`src/bbc_pkg.sv`:
```
// shared types, constants and codes of the bracket balance checker
package bbc_pkg;

    // sizing
    localparam int STACK_DEPTH = 128;
    localparam int COUNT_BITS  = 16;
    localparam int LVL_W       = $clog2(STACK_DEPTH + 1);
    localparam int IDX_W       = (STACK_DEPTH > 1) ? $clog2(STACK_DEPTH) : 1;
    localparam int QUEUE_DEPTH = 4;
    localparam int QPTR_W      = $clog2(QUEUE_DEPTH);
    localparam int QCNT_W      = $clog2(QUEUE_DEPTH + 1);

    // stream widths
    localparam int CHAR_W     = 8;
    localparam int MCOUNT_W   = 16;
    localparam int IN_DATA_W  = 8;
    localparam int OUT_DATA_W = 24;

    // text bytes
    localparam logic [CHAR_W-1:0] CH_LT     = 8'h3C;
    localparam logic [CHAR_W-1:0] CH_GT     = 8'h3E;
    localparam logic [CHAR_W-1:0] CH_RND_O  = 8'h28;
    localparam logic [CHAR_W-1:0] CH_RND_C  = 8'h29;
    localparam logic [CHAR_W-1:0] CH_SQR_O  = 8'h5B;
    localparam logic [CHAR_W-1:0] CH_SQR_C  = 8'h5D;
    localparam logic [CHAR_W-1:0] CH_CRL_O  = 8'h7B;
    localparam logic [CHAR_W-1:0] CH_CRL_C  = 8'h7D;

    // input command codes
    localparam logic CMD_CHAR = 1'b0;
    localparam logic CMD_EOL  = 1'b1;

    // bracket codes kept on the stack
    typedef enum logic [2:0] {
        BR_NONE   = 3'd0,
        BR_ROUND  = 3'd1,
        BR_SQUARE = 3'd2,
        BR_CURLY  = 3'd3,
        BR_ANGLE  = 3'd4,
        BR_DANGLE = 3'd5
    } t_bracket;

    // lone angle held back for pairing
    typedef enum logic [1:0] {
        PEND_NONE = 2'd0,
        PEND_LT   = 2'd1,
        PEND_GT   = 2'd2
    } t_pend;

    typedef enum logic [1:0] {
        OP_NONE = 2'd0,
        OP_PUSH = 2'd1,
        OP_POP  = 2'd2,
        OP_EOL  = 2'd3
    } t_op_kind;

    typedef struct packed {
        t_op_kind kind;
        t_bracket code;
    } t_op;

    // one queue entry: optional flush op, then the item's own op
    typedef struct packed {
        t_op op_a;
        t_op op_b;
    } t_entry;

    // verdict in the lowest bit
    typedef struct packed {
        logic                overflow;
        logic [MCOUNT_W-1:0] match_count;
        logic                verdict;
    } t_result;

endpackage

```
`src/bbc_front.sv`:
```
// front end: pairs angle characters and turns each beat into stack operations
module bbc_front (
    input  logic                       i_clk,
    input  logic                       i_rst_n,
    input  logic                       i_accept,
    input  logic                       i_command,
    input  logic [bbc_pkg::CHAR_W-1:0] i_character,
    output logic                       o_push,
    output bbc_pkg::t_entry            o_entry
);
    import bbc_pkg::*;

    t_pend  r_pend;
    t_pend  n_pend;
    t_op    w_flush;
    t_op    w_own;
    t_entry w_entry;
    logic   w_pair;

    // second angle of a pair, nothing to flush
    assign w_pair = (i_command == CMD_CHAR)
                    && (((r_pend == PEND_LT) && (i_character == CH_LT))
                        || ((r_pend == PEND_GT) && (i_character == CH_GT)));

    always_comb begin
        w_flush = '{kind: OP_NONE, code: BR_NONE};
        if (!w_pair) begin
            unique case (r_pend)
                PEND_LT: w_flush = '{kind: OP_PUSH, code: BR_ANGLE};
                PEND_GT: w_flush = '{kind: OP_POP,  code: BR_ANGLE};
                default: w_flush = '{kind: OP_NONE, code: BR_NONE};
            endcase
        end
    end

    always_comb begin
        n_pend = PEND_NONE;
        w_own  = '{kind: OP_NONE, code: BR_NONE};
        if (i_command == CMD_EOL) begin
            w_own = '{kind: OP_EOL, code: BR_NONE};
        end else if (r_pend == PEND_LT && i_character == CH_LT) begin
            w_own = '{kind: OP_PUSH, code: BR_DANGLE};
        end else if (r_pend == PEND_GT && i_character == CH_GT) begin
            w_own = '{kind: OP_POP, code: BR_DANGLE};
        end else begin
            unique case (i_character)
                CH_LT:    n_pend = PEND_LT;
                CH_GT:    n_pend = PEND_GT;
                CH_RND_O: w_own  = '{kind: OP_PUSH, code: BR_ROUND};
                CH_SQR_O: w_own  = '{kind: OP_PUSH, code: BR_SQUARE};
                CH_CRL_O: w_own  = '{kind: OP_PUSH, code: BR_CURLY};
                CH_RND_C: w_own  = '{kind: OP_POP,  code: BR_ROUND};
                CH_SQR_C: w_own  = '{kind: OP_POP,  code: BR_SQUARE};
                CH_CRL_C: w_own  = '{kind: OP_POP,  code: BR_CURLY};
                default:  w_own  = '{kind: OP_NONE, code: BR_NONE};
            endcase
        end
    end

    // a single op always sits in op_b
    always_comb begin
        if (w_own.kind == OP_NONE) begin
            w_entry = '{op_a: '{kind: OP_NONE, code: BR_NONE}, op_b: w_flush};
        end else begin
            w_entry = '{op_a: w_flush, op_b: w_own};
        end
    end

    assign o_entry = w_entry;
    assign o_push  = i_accept && (w_entry.op_b.kind != OP_NONE);

    always_ff @(posedge i_clk) begin
        if (!i_rst_n) begin
            r_pend <= PEND_NONE;
        end else if (i_accept) begin
            r_pend <= n_pend;
        end
    end

endmodule

```
`src/bbc_queue.sv`:
```
// short queue of stack operations between front and back end
module bbc_queue (
    input  logic            i_clk,
    input  logic            i_rst_n,
    input  logic            i_push,
    input  bbc_pkg::t_entry i_entry,
    output logic            o_full,
    input  logic            i_pop,
    output logic            o_valid,
    output bbc_pkg::t_entry o_entry
);
    import bbc_pkg::*;

    t_entry              r_slot [QUEUE_DEPTH];
    logic [QPTR_W-1:0]   r_wr;
    logic [QPTR_W-1:0]   r_rd;
    logic [QCNT_W-1:0]   r_cnt;
    logic                w_push;
    logic                w_pop;

    assign o_full  = (r_cnt == QCNT_W'(QUEUE_DEPTH));
    assign o_valid = (r_cnt != '0);
    assign o_entry = r_slot[r_rd];
    assign w_push  = i_push && !o_full;
    assign w_pop   = i_pop && o_valid;

    always_ff @(posedge i_clk) begin
        if (w_push) begin
            r_slot[r_wr] <= i_entry;
        end
    end

    always_ff @(posedge i_clk) begin
        if (!i_rst_n) begin
            r_wr  <= '0;
            r_rd  <= '0;
            r_cnt <= '0;
        end else begin
            if (w_push) begin
                r_wr <= (r_wr == QPTR_W'(QUEUE_DEPTH - 1)) ? '0 : r_wr + 1'b1;
            end
            if (w_pop) begin
                r_rd <= (r_rd == QPTR_W'(QUEUE_DEPTH - 1)) ? '0 : r_rd + 1'b1;
            end
            case ({w_push, w_pop})
                2'b10:   r_cnt <= r_cnt + 1'b1;
                2'b01:   r_cnt <= r_cnt - 1'b1;
                default: r_cnt <= r_cnt;
            endcase
        end
    end

endmodule

```
`src/bbc_back.sv`:
```
// back end: bracket stack, failure and count tracking, verdict register
module bbc_back (
    input  logic              i_clk,
    input  logic              i_rst_n,
    input  logic              i_valid,
    input  bbc_pkg::t_entry   i_entry,
    output logic              o_pop,
    output logic              o_res_valid,
    input  logic              i_res_ready,
    output bbc_pkg::t_result  o_result
);
    import bbc_pkg::*;

    logic [2:0]            r_mem [STACK_DEPTH];
    logic [LVL_W-1:0]      r_level;
    logic [LVL_W-1:0]      n_level;
    t_bracket              r_top;
    logic [2:0]            r_second;
    logic                  r_failed;
    logic                  r_ovf;
    logic [COUNT_BITS-1:0] r_count;
    logic                  r_phase;
    logic                  r_out_valid;
    t_result               r_out;

    logic                  w_do_a;
    t_op                   w_op;
    logic                  w_out_free;
    logic                  w_step;
    logic                  w_push_ok;
    logic                  w_pop_go;
    logic                  w_eol;
    logic [LVL_W-1:0]      w_rd_lvl;

    assign w_do_a     = i_valid && !r_phase && (i_entry.op_a.kind != OP_NONE);
    assign w_op       = w_do_a ? i_entry.op_a : i_entry.op_b;
    assign w_out_free = !r_out_valid || i_res_ready;
    assign w_step     = i_valid && !((w_op.kind == OP_EOL) && !w_out_free);
    assign o_pop      = w_step && !w_do_a;

    assign w_eol     = w_step && (w_op.kind == OP_EOL);
    assign w_push_ok = w_step && (w_op.kind == OP_PUSH) && !r_failed
                       && (r_level != LVL_W'(STACK_DEPTH));
    assign w_pop_go  = w_step && (w_op.kind == OP_POP) && !r_failed;

    always_comb begin
        n_level = r_level;
        if (w_eol) begin
            n_level = '0;
        end else if (w_push_ok) begin
            n_level = r_level + 1'b1;
        end else if (w_pop_go && (r_level != '0)) begin
            n_level = r_level - 1'b1;
        end
    end

    // second entry from the top is prefetched for the next pop
    assign w_rd_lvl = n_level - LVL_W'(2);

    always_ff @(posedge i_clk) begin
        if (w_push_ok) begin
            r_mem[IDX_W'(r_level)] <= w_op.code;
        end
        r_second <= r_mem[IDX_W'(w_rd_lvl)];
    end

    always_ff @(posedge i_clk) begin
        if (w_push_ok) begin
            r_top <= w_op.code;
        end else if (w_pop_go && (r_level != '0)) begin
            r_top <= t_bracket'(r_second);
        end
        if (w_eol) begin
            r_out.verdict     <= r_failed || (r_level != '0);
            r_out.match_count <= MCOUNT_W'(r_count);
            r_out.overflow    <= r_ovf;
        end
    end

    always_ff @(posedge i_clk) begin
        if (!i_rst_n) begin
            r_level     <= '0;
            r_failed    <= 1'b0;
            r_ovf       <= 1'b0;
            r_count     <= '0;
            r_phase     <= 1'b0;
            r_out_valid <= 1'b0;
        end else begin
            r_level <= n_level;
            if (w_step) begin
                r_phase <= w_do_a;
            end
            if (w_eol) begin
                r_failed <= 1'b0;
                r_ovf    <= 1'b0;
                r_count  <= '0;
            end else begin
                if (w_step && (w_op.kind == OP_PUSH) && !r_failed
                    && (r_level == LVL_W'(STACK_DEPTH))) begin
                    r_ovf <= 1'b1;
                end
                if (w_pop_go) begin
                    if ((r_level == '0) || (r_top != w_op.code)) begin
                        r_failed <= 1'b1;
                    end else if (r_count != '1) begin
                        r_count <= r_count + 1'b1;
                    end
                end
            end
            if (w_eol) begin
                r_out_valid <= 1'b1;
            end else if (i_res_ready) begin
                r_out_valid <= 1'b0;
            end
        end
    end

    assign o_res_valid = r_out_valid;
    assign o_result    = r_out;

endmodule

```
`src/bracket_balance_checker_unit.sv`:
```
// top level of the bracket balance checker
//
// usage
//   input stream: one text byte per beat on s_axis_tdata, s_axis_tuser is the
//   command (0 = character, 1 = end of line). brackets () [] {} <> and the
//   two-character << >> are checked; a lone '<' or '>' is held back until the
//   next beat so that two in a row pair greedily. other bytes are skipped
//   output stream: one beat per end of line with verdict (0 = balanced),
//   matched pair count (saturating) and a flag that an opener was dropped
//   because the stack was full. the line state is cleared after it
// throughput: one input beat per cycle while the queue has space. the front
//   end turns a beat into at most two stack operations; the stack unit runs
//   one operation a cycle unless an end of line waits on a full output register;
//   a four-entry operation queue absorbs the extra operation of a flush
// path: an end-of-line beat is registered in the operation queue, then in
//   the output register; a flushed held angle runs as a stack operation first
// reset: i_rst_n is synchronous, active low; it empties the queue, the
//   stack level, the held angle and the output register
// stall: a waiting verdict holds in its output register; input is still
//   taken until the queue fills, then s_axis_tready drops
module bracket_balance_checker_unit (
    input  logic                          i_clk,
    input  logic                          i_rst_n,
    input  logic                          s_axis_tvalid,
    output logic                          s_axis_tready,
    input  logic [bbc_pkg::IN_DATA_W-1:0] s_axis_tdata,  // [7:0] character
    input  logic                          s_axis_tuser,  // [0] command
    output logic                          m_axis_tvalid,
    input  logic                          m_axis_tready,
    // [0] verdict, [16:1] match_count, [17] overflow, [23:18] zero
    output logic [bbc_pkg::OUT_DATA_W-1:0] m_axis_tdata
);
    import bbc_pkg::*;

    logic    w_accept;
    logic    w_push;
    t_entry  w_entry;
    logic    w_full;
    logic    w_q_valid;
    t_entry  w_q_entry;
    logic    w_q_pop;
    t_result w_result;

    // front only waits on queue space
    assign s_axis_tready = !w_full;
    assign w_accept      = s_axis_tvalid && !w_full;

    bbc_front u_front (
        .i_clk       (i_clk),
        .i_rst_n     (i_rst_n),
        .i_accept    (w_accept),
        .i_command   (s_axis_tuser),
        .i_character (s_axis_tdata[CHAR_W-1:0]),
        .o_push      (w_push),
        .o_entry     (w_entry)
    );

    bbc_queue u_queue (
        .i_clk   (i_clk),
        .i_rst_n (i_rst_n),
        .i_push  (w_push),
        .i_entry (w_entry),
        .o_full  (w_full),
        .i_pop   (w_q_pop),
        .o_valid (w_q_valid),
        .o_entry (w_q_entry)
    );

    bbc_back u_back (
        .i_clk       (i_clk),
        .i_rst_n     (i_rst_n),
        .i_valid     (w_q_valid),
        .i_entry     (w_q_entry),
        .o_pop       (w_q_pop),
        .o_res_valid (m_axis_tvalid),
        .i_res_ready (m_axis_tready),
        .o_result    (w_result)
    );

    // zero fill up to whole bytes
    assign m_axis_tdata = OUT_DATA_W'(w_result);

endmodule

```
`config.mk`:
```
export PLATFORM = sky130hd
export DESIGN_NAME = bracket_balance_checker_unit
export DESIGN_NICKNAME = d
export VERILOG_FILES = /design/src/bbc_pkg.sv /design/src/bbc_front.sv /design/src/bbc_queue.sv /design/src/bbc_back.sv /design/src/bracket_balance_checker_unit.sv
export SDC_FILE = /design/constraint.sdc
export NUM_CORES = 1
export LEC_CHECK = 0
export BUFFER_PORTS_ARGS = -buffer_cell sky130_fd_sc_hd__buf_2
export CORE_MARGIN = 4
export CORE_UTILIZATION = 56
export DETAILED_ROUTE_END_ITERATION = 16
export GPL_TIMING_DRIVEN = 0
export PLACE_DENSITY_LB_ADDON = 0.15
export SLEW_MARGIN = 10
export SYNTH_ARGS = -nofsm -noshare
export SYNTH_HDL_FRONTEND = slang
export SYNTH_SLANG_ARGS = --single-unit
```
`constraint.sdc`:
```
create_clock -name i_clk -period 6.3 [get_ports i_clk]
set_clock_uncertainty 0.15 [all_clocks]
set_input_delay 0.63 -clock i_clk [delete_from_list [all_inputs] [get_ports i_clk]]
set_output_delay 0.63 -clock i_clk [all_outputs]
set_load 0.05 [all_outputs]
```
==> run summary <==
DIE AREA = 38900 sq um
H-tree levels = 2
vias in the first global route = 11201
Slew HR = 19.5%
port bufs = 31
initial antenna violation count = 0
Crit Path Max Fanout = 10
Max clock buf depth = 3
Total Nets Final = 1328
clock sinks = 479
Setup crit start kind = flip-flop
Synth Instances = 1208
Setup-failing EPs final = 0
hpwl dp = 29.4 mm
FMAX = 166 MHz
DIE HEIGHT = 197 um
CP Capture Point = u_back.r_second[1]$_DFF_P_
Setup crit end kind = flip-flop
Top Metal Used = met4
outcome = complete, no violations
Fillers = 2535
Placeable Area = 35400 sq um
most common cell after layout, fill and taps aside = edfxtp_1
Routed met1 length = 18.7 mm
CP required = 6.58 ns
DR pass1 iterations = 5
Final Hold Vio Count = 0
postcts setup bufs = 0
syn avg cell area = 16.6 sq um
Async S/R FF share, synth = 0%
Worst Hold Class = in2reg
maxcap violations = 0
Final Cycle Share = 95.4%
Final GP Congestion = 0.886
via count = 10957
GRT Total Usage = 22.7%
most frequent cells in the layout = edfxtp_1, nor2_1, mux4_2
R2R cell count = 19
io pins = 39
Synth Flop Type = edfxtp_1
r2r endpoint = u_back.r_second[1]$_DFF_P_
Overflow after GRT = 0
worst-skew pair later-pin latency = 0.57 ns
# diodes = 0
via density per instance = 6.08
register area = 14000 sq um
largest net degree at the start of global routing = 72
CTS Buf Count = 49
TritonCTS clock tree = built
final wirelength = 43.4 mm
post-route insts no fill = 1802
Slew Viols, Final = 0
Detail Route met2 WL = 20.6 mm
fraction of layout cells with a size suffix above 1 = 21.6%
Synth-to-Final Area Change = 12.9%
Multi-input gate area = 5730 sq um
Mapped Area = 20000 sq um
first-pass GRT wire length = 67.0 mm
initial DRC count = 1071
# DRC = 0
type of the worst setup path = reg2reg
worst-margin pin slew = 1.20 ns
Synth Warn # = 0
clk root buf = clkbuf_16
RSZ-0062 raised after global routing = false
Tmin final = 6.01 ns
number of synthesized register bits = 479
Initial Util = 56.6%
met3 WL = 3.15 mm
Die Width = 197 um
wire per inst = 24.1 um
placed instance count = 1713
Post-synth EDFFs = 437
Area contributors post-synth = edfxtp_1, mux4_2, dfxtp_1, nor2_1, mux2i_1
worst path arrival time = 6.29 ns
Synth top area share = 65.5%
remaining antenna violation count = 0
post-synth cell types = 67
reg2reg setup slack = 0.29 ns
area leader, netlist = edfxtp_1
Row Count = 69
Seq/Total Area, Yosys = 69.7%
CTS clk-pin slew, worst paths = 0.06 ns
[cell usage after synthesis (4+ instances only)]
library cell  instances
edfxtp_1            437
nor2_1              183
mux4_2              102
dfxtp_1              42
nand2_1              36
clkbuf_1             34
mux2i_1              34
o21ai_0              29
nand3_1              24
inv_1                23
mux2_2               23
a21oi_1              21
or3_1                16
ha_1                 14
nor3_1               13
nor2b_1              12
o22ai_1              12
buf_4                11
xnor2_1              11
xor2_1               11
and2_1               10
and3_1                9
buf_2                 9
nand4_1               8
nand2b_1              7
nor4_1                7
nor4b_1               4
o2111ai_1             4
[critical path: stages, from the launching register on]
cell	delay, ns
dfxtp_1	0.32
buf_6	0.16
mux4_2	0.56
nand2b_1	0.18
a211o_1	0.38
or2_4	0.28
or3_1	0.34
and4_4	0.20
buf_6	0.13
nor2_4	0.16
buf_4	0.27
buf_4	0.30
inv_1	0.08
ha_1	0.45
buf_4	0.30
mux4_2	0.58
mux2i_1	0.32
o21ai_1	0.10
nor4_1	0.45
nor4_1	0.15
[sequential cells by signal (all words and copies together), names as in the netlist, named ones only]
| register | cells |
|---|---|
| u_queue.r_cnt | 3 |
| u_back.r_count | 16 |
| u_back.r_ovf | 1 |
| u_front.r_pend | 2 |
| u_back.r_top | 3 |
| u_back.o_res_valid | 1 |
| u_queue.r_wr | 2 |
| u_queue.r_rd | 2 |
| u_back.o_result | 18 |
| u_back.r_level | 8 |
| u_queue.r_slot | 32 |
| u_back.r_second | 3 |
| u_back.r_failed | 1 |
| u_back.r_mem | 384 |
| u_back.r_phase | 1 |
[what timing repair did]
action / 4_1_cts / 5_1_grt
hold buffers: 0 / 0
gates cloned: 0 / 0
setup endpoints to repair: 3 / 3
gates resized for setup: 20 / 17
[through the flow]
stage | setup TNS [ns] | cell area (sq um) | util, % | hold WS [ns] | worst slack, ns
final | 0 | 22600 | 63.9 | 0.164 | 0.289
after global routing | 0 | 22600 | 63.9 | 0.172 | 0.0490
after CTS | 0 | 22600 | 63.8 | 0.139 | 0.00530
after detailed placement | -5.75 | 21000 | 59.4 | 0.275 | -2.02
after global placement | -23.87 | 20800 | 58.8 | 0.265 | -1.95
after floorplan | 0 | 20100 | - | 0.259 | 0.284
[worst min path at each step]
| stage | start | to | slack [ns] | cells past startpoint |
|---|---|---|---|---|
| floorplan | u_back.r_ovf$_SDFFE_PP0P_ | u_back.o_result[17]$_DFFE_PP_ | 0.26 | 0 |
| global route | i_rst_n | u_back.r_level[5]$_SDFF_PN0_ | 0.17 | 2 |
| detailed placement | u_back.r_ovf$_SDFFE_PP0P_ | u_back.o_result[17]$_DFFE_PP_ | 0.27 | 0 |
| finish | i_rst_n | u_back.r_level[5]$_SDFF_PN0_ | 0.16 | 2 |
| CTS | i_rst_n | u_back.r_level[5]$_SDFF_PN0_ | 0.14 | 2 |
| global placement | u_back.r_ovf$_SDFFE_PP0P_ | u_back.o_result[17]$_DFFE_PP_ | 0.26 | 0 |
[kinds of logic (layout without fill, tap and decap cells)]
| family | count (synthesis) | after routing | share of synthesized area, % |
|---|---|---|---|
| flops | 479 | 479 | 69.7 |
| simple gates | 351 | 351 | 8.47 |
| other cells | 1 | 6 | 0.0187 |
| fa+ha+maj | 15 | 15 | 0.974 |
| compound gates | 95 | 95 | 3.18 |
| buf+inv | 83 | 211 | 1.93 |
| xor+xnor | 23 | 23 | 1.04 |
| mux | 161 | 161 | 14.7 |
[routing by layer]
metal,vias up,global-route usage (%)
met4,0,5.42
met5,-,0
met2,421,36.0
met3,65,4.33
li1,4901,-
met1,5570,33.5
[cell type report]
type                    instances  share of cell area, %
flip-flops and latches        479                   61.7
multi-input cells             651                   25.3
clock buffers                  63                   6.02
well taps                     461                   2.55
repair buffers                 39                   1.59
plain buffers                  56                   1.51
clock inverters                29                  0.830
inverters                      24                  0.431
Power is left out: the tool's default activity adds up to more than one toggle a clock period on the data nets, which glitch-free logic cannot reach.
